**config.mk**
```make
export PLATFORM = sky130hd
export DESIGN_NAME = gcd_lcm_unit
export DESIGN_NICKNAME = d
export VERILOG_FILES = /design/src/rtl/gclu_pkg.sv /design/src/rtl/gclu_div.sv /design/src/rtl/gcd_lcm_unit.sv
export VERILOG_INCLUDE_DIRS = /design/src /design/src/rtl
export SDC_FILE = /design/constraint.sdc
export NUM_CORES = 2
export LEC_CHECK = 0
export BUFFER_PORTS_ARGS = -buffer_cell sky130_fd_sc_hd__buf_2
export CORE_ASPECT_RATIO = 1.4
export CORE_MARGIN = 1
export CORE_UTILIZATION = 59
export DETAILED_ROUTE_END_ITERATION = 8
export PLACE_DENSITY_LB_ADDON = 0.08
export SYNTH_ARGS = -nofsm -noshare
export SYNTH_HDL_FRONTEND = slang
export SYNTH_SLANG_ARGS = --single-unit
export TNS_END_PERCENT = 30
```
**constraint.sdc**
```tcl
create_clock -name clk -period 6.7 [get_ports clk]
set_input_delay 0.335 -clock clk [delete_from_list [all_inputs] [get_ports clk]]
set_output_delay 0.335 -clock clk [all_outputs]
set_load 0.03 [all_outputs]
```
**src/rtl/gcd_lcm_unit_assert.svh**
```systemverilog
// Assertion macros for the GCD/LCM unit.
// Included by gcd_lcm_unit, which carries the concurrent checks; no other dependencies.
`ifndef GCD_LCM_UNIT_ASSERT_SVH
`define GCD_LCM_UNIT_ASSERT_SVH

`ifndef SYNTH
// Checks that an implication holds in the same cycle.
`define GCLU_ASSERT_SAME(label, clk, rst_n, ante, cons, msg) \
	label: assert property (@(posedge clk) disable iff (!rst_n) (ante) |-> (cons)) \
		else $error(msg);
// Checks that an implication holds in the next cycle.
`define GCLU_ASSERT_NEXT(label, clk, rst_n, ante, cons, msg) \
	label: assert property (@(posedge clk) disable iff (!rst_n) (ante) |=> (cons)) \
		else $error(msg);
`else
`define GCLU_ASSERT_SAME(label, clk, rst_n, ante, cons, msg)
`define GCLU_ASSERT_NEXT(label, clk, rst_n, ante, cons, msg)
`endif

`endif

```
**src/rtl/gclu_pkg.sv**
```systemverilog
// Shared constants and types for the GCD/LCM unit.
// Used by gclu_div and gcd_lcm_unit; depends on nothing else.
package gclu_pkg;

	// Operand and result width.
	localparam int WIDTH = 31;
	// Bits of the divider step counter.
	localparam int CNT_W = $clog2(WIDTH);
	// Largest value that a result can hold.
	localparam logic [WIDTH-1:0] MAXV = {WIDTH{1'b1}};
	// Stream data widths, padded to whole bytes.
	localparam int IN_DATA_W = ((2 * WIDTH + 7) / 8) * 8;
	localparam int OUT_DATA_W = ((2 * WIDTH + 1 + 7) / 8) * 8;

	// Request from the sequencer to the shared divider.
	typedef struct packed {
		logic             start;
		logic [WIDTH-1:0] dividend;
		logic [WIDTH-1:0] divisor;
	} div_req_t;

	// Answer from the shared divider.
	typedef struct packed {
		logic             busy;
		logic             done;
		logic [WIDTH-1:0] quotient;
		logic [WIDTH-1:0] remainder;
	} div_resp_t;

endpackage

```
**src/rtl/gclu_div.sv**
```systemverilog
// Shared restoring divider of the GCD/LCM unit, one quotient bit per cycle.
// Depends on gclu_pkg for the width and the request and answer structs.
module gclu_div (
	input  logic               clk,
	input  logic               arst_n,
	input  gclu_pkg::div_req_t  req,
	output gclu_pkg::div_resp_t resp
);
	import gclu_pkg::*;

	logic [WIDTH-1:0] rem_q;
	logic [WIDTH-1:0] quo_q;
	logic [WIDTH-1:0] dvs_q;
	logic [CNT_W-1:0] cnt_q;
	logic             busy_q;
	logic             done_q;

	logic [WIDTH:0]   rem_sh;
	logic             ge;
	logic [WIDTH:0]   rem_diff;
	logic [WIDTH-1:0] rem_nxt;

	// One restoring step: shift in the next dividend bit, subtract when it fits.
	always_comb begin
		rem_sh   = {rem_q, quo_q[WIDTH-1]};
		ge       = (rem_sh >= {1'b0, dvs_q});
		rem_diff = rem_sh - {1'b0, dvs_q};
		rem_nxt  = ge ? rem_diff[WIDTH-1:0] : rem_sh[WIDTH-1:0];
	end

	// Control state of the iteration.
	always_ff @(posedge clk or negedge arst_n) begin
		if (!arst_n) begin
			busy_q <= 1'b0;
			done_q <= 1'b0;
			cnt_q  <= '0;
		end else if (req.start) begin
			busy_q <= 1'b1;
			done_q <= 1'b0;
			cnt_q  <= '0;
		end else if (busy_q) begin
			cnt_q <= cnt_q + 1'b1;
			if (cnt_q == CNT_W'(WIDTH - 1)) begin
				busy_q <= 1'b0;
				done_q <= 1'b1;
			end
		end else begin
			done_q <= 1'b0;
		end
	end

	// Partial remainder and quotient, the dividend shifting out as quotient bits enter.
	always_ff @(posedge clk) begin
		if (req.start) begin
			rem_q <= '0;
			quo_q <= req.dividend;
			dvs_q <= req.divisor;
		end else if (busy_q) begin
			rem_q <= rem_nxt;
			quo_q <= {quo_q[WIDTH-2:0], ge};
		end
	end

	assign resp.busy      = busy_q;
	assign resp.done      = done_q;
	assign resp.quotient  = quo_q;
	assign resp.remainder = rem_q;

endmodule

```
**src/rtl/gcd_lcm_unit.sv**
```systemverilog
// GCD/LCM unit: takes two 31-bit unsigned operands and returns their greatest common
// divisor (Euclid's repeated remainder) and least common multiple, (a / gcd) * b,
// saturated to all ones with an overflow flag when it does not fit in 31 bits. One
// item is worked on at a time and s_tready is low meanwhile. Each remainder step of
// Euclid is one division on the shared one-bit-per-cycle divider, and a 31-bit pair
// needs at most about 45 such steps; the lcm then takes one more division, one
// multiply and one load of the result register. A result waiting in the output
// register does not block the next input transfer; only the final load waits for it.
// Depends on gclu_pkg, gclu_div and gcd_lcm_unit_assert.svh.
`include "gcd_lcm_unit_assert.svh"

module gcd_lcm_unit (
	input  logic                                 clk,
	input  logic                                 arst_n,
	// Fields from bit 0: operand_a[30:0], operand_b[61:31], zero padding.
	input  logic [gclu_pkg::IN_DATA_W-1:0]       s_tdata,
	input  logic                                 s_tvalid,
	output logic                                 s_tready,
	// Fields from bit 0: gcd_value[30:0], lcm_value[61:31], lcm_overflow[62], padding.
	output logic [gclu_pkg::OUT_DATA_W-1:0]      m_tdata,
	output logic                                 m_tvalid,
	input  logic                                 m_tready
);
	import gclu_pkg::*;

	typedef enum logic [5:0] {
		ST_IDLE = 6'b000001,
		ST_TEST = 6'b000010,
		ST_REM  = 6'b000100,
		ST_QUOT = 6'b001000,
		ST_MUL  = 6'b010000,
		ST_FIN  = 6'b100000
	} state_t;

	state_t             state_q;
	logic [WIDTH-1:0]   a_q;
	logic [WIDTH-1:0]   b_q;
	logic [WIDTH-1:0]   x_q;
	logic [WIDTH-1:0]   y_q;
	logic               turn_q;
	logic [WIDTH-1:0]   g_q;
	logic [WIDTH-1:0]   q_q;
	logic [2*WIDTH-1:0] prod_q;
	logic [WIDTH-1:0]   gcd_q;
	logic [WIDTH-1:0]   lcm_q;
	logic               ovf_q;
	logic               m_tvalid_q;

	div_req_t           div_req;
	div_resp_t          div_resp;

	logic               in_xfer;
	logic               out_free;
	logic [WIDTH-1:0]   dvd;
	logic [WIDTH-1:0]   dvs;
	logic               prod_ovf;

	assign in_xfer  = s_tvalid && s_tready;
	assign out_free = !m_tvalid_q || m_tready;
	assign s_tready = (state_q == ST_IDLE);

	// The pair alternates roles: first y %= x, then x %= y.
	assign dvd      = turn_q ? x_q : y_q;
	assign dvs      = turn_q ? y_q : x_q;
	assign prod_ovf = (prod_q > {{WIDTH{1'b0}}, MAXV});

	// Requests to the shared divider: a remainder step, or a / gcd for the lcm.
	always_comb begin
		div_req.start    = 1'b0;
		div_req.dividend = dvd;
		div_req.divisor  = dvs;
		if (state_q == ST_TEST && dvs != '0) begin
			div_req.start = 1'b1;
		end else if (state_q == ST_REM && div_resp.done && div_resp.remainder == '0
				&& g_q == '0) begin
			div_req.start = 1'b0;
		end
		if (state_q == ST_TEST && dvs == '0 && dvd != '0) begin
			div_req.start    = 1'b1;
			div_req.dividend = a_q;
			div_req.divisor  = dvd;
		end
	end

	gclu_div u_div (
		.clk    (clk),
		.arst_n (arst_n),
		.req    (div_req),
		.resp   (div_resp)
	);

	// Sequencer.
	always_ff @(posedge clk or negedge arst_n) begin
		if (!arst_n) begin
			state_q <= ST_IDLE;
		end else begin
			case (state_q)
				ST_IDLE: begin
					if (in_xfer) begin
						state_q <= ST_TEST;
					end
				end
				ST_TEST: begin
					if (dvs != '0) begin
						state_q <= ST_REM;
					end else if (dvd != '0) begin
						state_q <= ST_QUOT;
					end else begin
						state_q <= ST_MUL;
					end
				end
				ST_REM: begin
					if (div_resp.done) begin
						state_q <= ST_TEST;
					end
				end
				ST_QUOT: begin
					if (div_resp.done) begin
						state_q <= ST_MUL;
					end
				end
				ST_MUL: begin
					state_q <= ST_FIN;
				end
				ST_FIN: begin
					if (out_free) begin
						state_q <= ST_IDLE;
					end
				end
				default: begin
					state_q <= ST_IDLE;
				end
			endcase
		end
	end

	// Working registers of the Euclid loop and the lcm.
	always_ff @(posedge clk) begin
		case (state_q)
			ST_IDLE: begin
				if (in_xfer) begin
					a_q    <= s_tdata[WIDTH-1:0];
					b_q    <= s_tdata[2*WIDTH-1:WIDTH];
					x_q    <= s_tdata[WIDTH-1:0];
					y_q    <= s_tdata[2*WIDTH-1:WIDTH];
					turn_q <= 1'b0;
				end
			end
			ST_TEST: begin
				if (dvs == '0) begin
					g_q <= dvd;
					q_q <= '0;
				end
			end
			ST_REM: begin
				if (div_resp.done) begin
					if (turn_q) begin
						x_q <= div_resp.remainder;
					end else begin
						y_q <= div_resp.remainder;
					end
					turn_q <= !turn_q;
				end
			end
			ST_QUOT: begin
				if (div_resp.done) begin
					q_q <= div_resp.quotient;
				end
			end
			ST_MUL: begin
				prod_q <= (2*WIDTH)'(q_q) * (2*WIDTH)'(b_q);
			end
			default: begin
			end
		endcase
	end

	// Output register, loaded once the previous result has been taken.
	always_ff @(posedge clk or negedge arst_n) begin
		if (!arst_n) begin
			m_tvalid_q <= 1'b0;
		end else if (state_q == ST_FIN && out_free) begin
			m_tvalid_q <= 1'b1;
		end else if (m_tready) begin
			m_tvalid_q <= 1'b0;
		end
	end

	always_ff @(posedge clk) begin
		if (state_q == ST_FIN && out_free) begin
			gcd_q <= g_q;
			lcm_q <= prod_ovf ? MAXV : prod_q[WIDTH-1:0];
			ovf_q <= prod_ovf;
		end
	end

	assign m_tvalid = m_tvalid_q;
	assign m_tdata  = {{(OUT_DATA_W - 2 * WIDTH - 1){1'b0}}, ovf_q, lcm_q, gcd_q};

	// The divider works only while the sequencer waits on it.
	`GCLU_ASSERT_SAME(a_div_idle, clk, arst_n, div_resp.busy,
		(state_q == ST_REM) || (state_q == ST_QUOT), "divider busy outside a wait state")
	// A finished division is always consumed by a waiting state.
	`GCLU_ASSERT_SAME(a_done_seen, clk, arst_n, div_resp.done,
		(state_q == ST_REM) || (state_q == ST_QUOT), "division result not consumed")
	// An input transfer always starts the Euclid loop.
	`GCLU_ASSERT_NEXT(a_start_loop, clk, arst_n, in_xfer,
		(state_q == ST_TEST) && !turn_q, "input transfer did not start the loop")
	// A division is never started by a zero divisor.
	`GCLU_ASSERT_SAME(a_div_nonzero, clk, arst_n, div_req.start,
		div_req.divisor != '0, "division started with zero divisor")

endmodule
```
== Word-level counts from Yosys, hierarchy flattened ==
Index checks and enable logic that the tools add are counted.
Widths: inputs -> output; s select.

* Word-level logic and storage cells: 99
* Output and inout bits: 66
* ROM bits: 0
* Bits in latches: 0
* Input bits: 68
* Bits in registers: 419
* Memories kept: 0
* RAM bits: 0

* Equality and inequality tests: 15
* Bitwise logic cells: 0
* Multiplexer cells: 38
* Reductions and logical operators: 22
* $add $sub $neg: 2
* $lt $le $gt $ge: 2
* Div/mod/pow operators: 0
* Multiply operators: 1
* Shift-type cells: 0

{| class="wikitable"
|+ Operator list
! kind !! count
|-
| $mux 31 || 13
|-
| $pmux 31 s2 || 3
|-
| $mux 63 || 1
|-
| $gt 62x31->1 const B || 1
|-
| $mul 31x31->62 || 1
|-
| $reduce_bool 31->1 || 2
|-
| $pmux 6 s6 || 1
|-
| $ge 32x31->1 || 1
|-
| $logic_not 31->1 || 1
|-
| $sub 31x31->31 || 1
|-
| $mux 6 || 4
|-
| $mux 5 || 4
|-
| $reduce_and 4->1 || 3
|-
| $mux 1 || 11
|-
| $ne 2x1->1 const B || 4
|-
| $reduce_bool 2->1 || 4
|-
| $eq 6x1->1 const B || 1
|-
| $eq 6x2->1 const B || 1
|-
| $eq 6x3->1 const B || 1
|-
| $eq 6x4->1 const B || 1
|-
| $eq 6x5->1 const B || 1
|-
| $eq 6x6->1 const B || 1
|-
| $ne 2x2->1 const B || 3
|-
| $reduce_and 3->1 || 2
|-
| other kinds (8) || 14
|}

== Logic depth before layout (Yosys ltp) ==
* Depth in word-level cells: 6
* Depth in mapped cells: 28
* Mapped depth without buffers: 26

== Modules after synthesis ==
Synthesis repeated with hierarchy kept, for this count alone.

* Cells, all modules: 4865
* Area, all modules: 49328.6 um^2

{| class="wikitable"
|+ Modules (own cells, without submodules)
! module !! area an instance (um^2) !! times used !! cells an instance
|-
| gcd_lcm_unit || 43407.9 || 1 || 4280
|-
| gclu_div || 5920.7 || 1 || 585
|}

== Worst setup path after synthesis ==
OpenSTA, ideal clock, no wires.

* Path kind: register -> register
* Start point: reg b_q[7]
* End point: reg prod_q[59] (data pin)
* Path buffers: 2
* Period minus slack after synthesis: 7325 ps
* Stages on the path, launching flop included: 25
* Path slack: -625 ps
* Data arrival time: 7054 ps
* Cell sequence: edfxtp_1 -> clkbuf_1 -> and2_1 -> fa_1 -> fa_1 -> inv_1 -> fa_1 -> fa_1 -> inv_1 -> fa_1 -> fa_1 -> fa_1 -> inv_1 -> fa_1 -> inv_1 -> ha_1 -> clkbuf_1 -> nand4_1 -> or4_1 -> a31oi_1 -> o21ai_1 -> or3_1 -> a211oi_1 -> a2111oi_0 -> xnor2_1

* Longest elaborated chain between the ends: 1

{| class="wikitable"
|+ Ends and longest elaborated chain
! what !! RTL line !! RTL
|-
| start: declaration || gcd_lcm_unit.sv:37 || <nowiki>logic [WIDTH-1:0] b_q;</nowiki>
|-
| start signal: assignment || gcd_lcm_unit.sv:143 || <nowiki>b_q <= s_tdata[2*WIDTH-1:WIDTH];</nowiki>
|-
| $mul 31x31->62 || gcd_lcm_unit.sv:171 || <nowiki>prod_q <= (2*WIDTH)'(q_q) * (2*WIDTH)'(b_q);</nowiki>
|-
| end signal: assignment || gcd_lcm_unit.sv:171 ||
|-
| end: declaration || gcd_lcm_unit.sv:43 || <nowiki>logic [2*WIDTH-1:0] prod_q;</nowiki>
|}

No other way between the ends.
A chain may end at the register's enable or synchronous reset.

== Final worst setup path ==
* Start point: reg q_q[10]
* End point: reg prod_q[59] (data pin)

* Longest elaborated chain between the ends: 1

{| class="wikitable"
|+ Ends and longest elaborated chain
! what !! RTL line !! RTL
|-
| start: declaration || gcd_lcm_unit.sv:42 || <nowiki>logic [WIDTH-1:0] q_q;</nowiki>
|-
| start signal: assignment || gcd_lcm_unit.sv:167 || <nowiki>q_q <= div_resp.quotient;</nowiki>
|-
| $mul 31x31->62 || gcd_lcm_unit.sv:171 ||
|}

No other way between the ends.

==> summary.txt <==
Timing
  – Crit path time final: around 7.5 ns
  – FMAX: about 130 MHz
  – Final worst slack: -0.841 ns
  – Clk_skew: between 0.03 and 0.04 ns
  – Max Slew Vio Count: 0
  – Relative slew slack: 0.258
  – RSZ-0062 raised after global routing: true
  – Final setup violation count: 39
  – Final hold vios: 0
  – Tcrit/Tclk final: 1.13
  – Worst-Margin Slew: roughly 1.1 ns

Clocking
  – CTS tree: yes
  – CTS clk-pin slew, worst paths: around 0.070 ns
  – Clock sinks: 419
  – H-tree levels: 2
  – Num CTS Buffers: 43
  – CTS Buffer Depth: 3
  – Clk Latency, worst-skew pair: about 0.62 ns
  – Root Buffer: clkbuf_16

Synthesis
  – Area contributors post-synth: fa_1 (34%), edfxtp_1 (23%), ha_1 (7.3%)
  – Syn avg cell area: between 10 and 15 um^2
  – Mapped Area: just under 0.05 mm^2
  – Syn nets: between 6000 and 7000
  – Area leader, netlist: fa_1
  – Yosys warnings: 0
  – Sequential area share after synthesis: 0.248
  – Top FF cell, synth: edfxtp_1
  – Number of synthesized flops with an enable pin: about 370
  – Top cells by count, synth: inv_1 (843), fa_1 (838), nand2_1 (683), and2_1 (552), edfxtp_1 (374)
  – Async SR Flop Fraction: 0.0334
  – Library cells used by synthesis: 73
  – Synth top area share: 0.341
  – Most frequent cell after synthesis: inv_1
  – Mapped Cells: slightly below 5000
  – Flops & latches, synth: roughly 420

Status
  – Failing checks: negative setup slack
  – Outcome: complete, but fails checks

Die
  – Core Area: just over 0.08 mm^2
  – Die Footprint: between 0.08 and 0.09 mm^2
  – Die Span Y: 344 um
  – Starting Density: 0.599
  – I/O Pins: 134
  – Rows: 124
  – Die span in x: 246 um

Cells and area
  – Finished Cell Area: 0.0578 mm^2
  – Share of cells above drive strength 1: 0.174
  – Final Net Count: 6513
  – Layout area overhead: 17.5%
  – Final Util: 0.704

GRT
  – Gr usage total: 0.362
  – First-pass GRT wire length: approximately 230 mm
  – Initial antenna violation count: 4
  – Total grt overflow: 0
  – Vias in the first global route: a little under 40000
  – Largest net degree at the start of global routing: 67

Routing
  – Per-cell routed wire length: ~23 um
  – Routed WL: ~150 mm
  – Drt first pass iters: 8
  – Residual DRC: 0
  – Vias per inst: about 5.7
  – Initial drt markers: between 2000 and 3000
  – Via count: approximately 37000
  – Routed Antenna Nets: 0

Placed design
  – Placed Area: between 0.05 and 0.06 mm^2
  – Final GP Congestion: between 0.9 and 1
  – Port Buffers: 130
  – Post-DP HPWL: ~120 mm

Critical path
  – Most frequent CP cell: fa_1
  – CP cell instances: buf_6 > clkbuf_16 > and2_4 > fa_1 > fa_1 > inv_1 > fa_1 > fa_1 > inv_1 > fa_1 > fa_1 > fa_1 > inv_1 > fa_1 > inv_2 > ha_4 > nand4_1 > or4_4 > a31oi_4 > o21ai_4 > or3_4 > a211oi_4 > a2111oi_2 > xnor2_1
  – CP bufs+invs: 6
  – CP Launch Type: register
  – Worst Path Arrival: between 7 and 8 ns
  – CP top delay family: adder cells
  – Critical path type: register to register
  – CP Max Fanout: 4
  – Crit-path max cell delay: approximately 0.56 ns
  – CP Data Required Time: around 7.0 ns
  – Kind of end point of the critical path: register
  – Slowest library cell on the worst path: or4_4

Job
  – Max-cap viol count: 0

Min path
  – Worst min path class: primary input to register
==> cell usage in the layout, fill, tap and decap left out, types with 13 or more instances in the layout <==
master           n
a211oi_1        15
a211oi_2        13
a21o_1          43
a21oi_1        142
a21oi_2         17
a221o_1         30
a31oi_1         15
and2_1         533
and2_4          19
and3_1          40
buf_12          69
buf_2          130
buf_4          377
buf_6           27
clkbuf_16       46
dfxtp_1         31
dlygate4sd3_1   60
edfxtp_1       374
fa_1           786
fa_2            52
ha_1           259
ha_4            26
inv_1          823
inv_2           21
mux2_2          29
mux2i_1         15
nand2_1        677
nand2b_1        13
nand3_1         32
nand4_1         31
nor2_1         134
nor2b_1         14
nor3_1          53
nor4_1          19
o211ai_1        14
o21ai_0         46
o21bai_1        19
or3_1           36
xnor2_1         52
xor2_1          29
==> routing by layer <==
layer | vias up | part of all wire | track usage
li1 | 16100 | - | -
met1 | 18400 | 0.34 | 0.396
met2 | 1545 | 0.50 | 0.628
met3 | 526 | 0.064 | 0.0576
met4 | 2 | 0.095 | 0.276
met5 | - | 0.000088 | 0
==> cells by family (layout without fill, tap and decap cells) <==
family                     Yosys count  after routing  share of synthesized area
and+or+nand+nor                   1652           1652                      0.167
adders and majority gates         1126           1126                      0.414
buffers and inverters             1124           1593                     0.0873
AOI/OAI and AO/OA                  431            431                     0.0573
DFF                                419            419                      0.248
xor gates and xnor gates            88             88                     0.0157
muxes                               44             44                    0.00969
other                                1              4                  0.0000762
==> path summary, 6_finish.rpt <==
check                                 start        endpoint  slack, ns  cells after the start
worst max-delay path                q_q[10]      prod_q[59]      -0.84                     24
worst min-delay path            s_tdata[14]         a_q[14]       0.05                      1
worst max register to register      q_q[10]      prod_q[59]      -0.84                     24
worst min register to register      g_q[14]       gcd_q[14]       0.42                      0
max in group asynchronous            arst_n      state_q[0]       6.22                      2
min in group asynchronous            arst_n  u_div.cnt_q[2]       0.18                      2
==> flip-flops by register name (all words and copies together) (netlist names) <==
| register | cells |
|---|---|
| g_q | 31 |
| ovf_q | 1 |
| u_div.rem_q | 31 |
| m_tvalid | 1 |
| state_q | 6 |
| a_q | 31 |
| u_div.dvs_q | 31 |
| x_q | 31 |
| u_div.cnt_q | 5 |
| lcm_q | 31 |
| turn_q | 1 |
| b_q | 31 |
| prod_q | 62 |
| u_div.quo_q | 31 |
| u_div.done_q | 1 |
| q_q | 31 |
| y_q | 31 |
| gcd_q | 31 |
| u_div.busy_q | 1 |
==> through the flow <==
step	cells	worst slack, ns	hold WS, ns	setup TNS, ns
6_report	6428	-0.841	0.0459	-17.44
5_1_grt	6427	-1.08	0.0164	-25.16
4_1_cts	6403	-0.801	0.0317	-16.72
3_5_place_dp	6249	-1.04	0.254	-24.49
3_3_place_gp	6249	-0.956	0.251	-22.00
2_1_floorplan	4885	-0.379	0.0394	-3.10
==> what timing repair did <==
item                                    CTS  global route
endpoints found under the hold margin    78             0
hold buffers                             60             0
cloned                                    0             3
pin swaps                                65            74
gates resized for setup                 137           100
buffers inserted                         15            21
endpoints found under the setup margin   43            44
==> cell type report <==
cell class                 instances  area [um^2]
multi-input combinational       3342        33700
fill                            6233        24300
sequential                       419        12200
timing repair buffer             669         5890
inverter                         844         3170
tap                             1071         1340
clock buffer                      54         1150
clock inverter                    26          312
antenna                            3         7.51
Power is not shown: default switching activity piles up to over one toggle a cycle in this logic, so the estimate is an artifact.
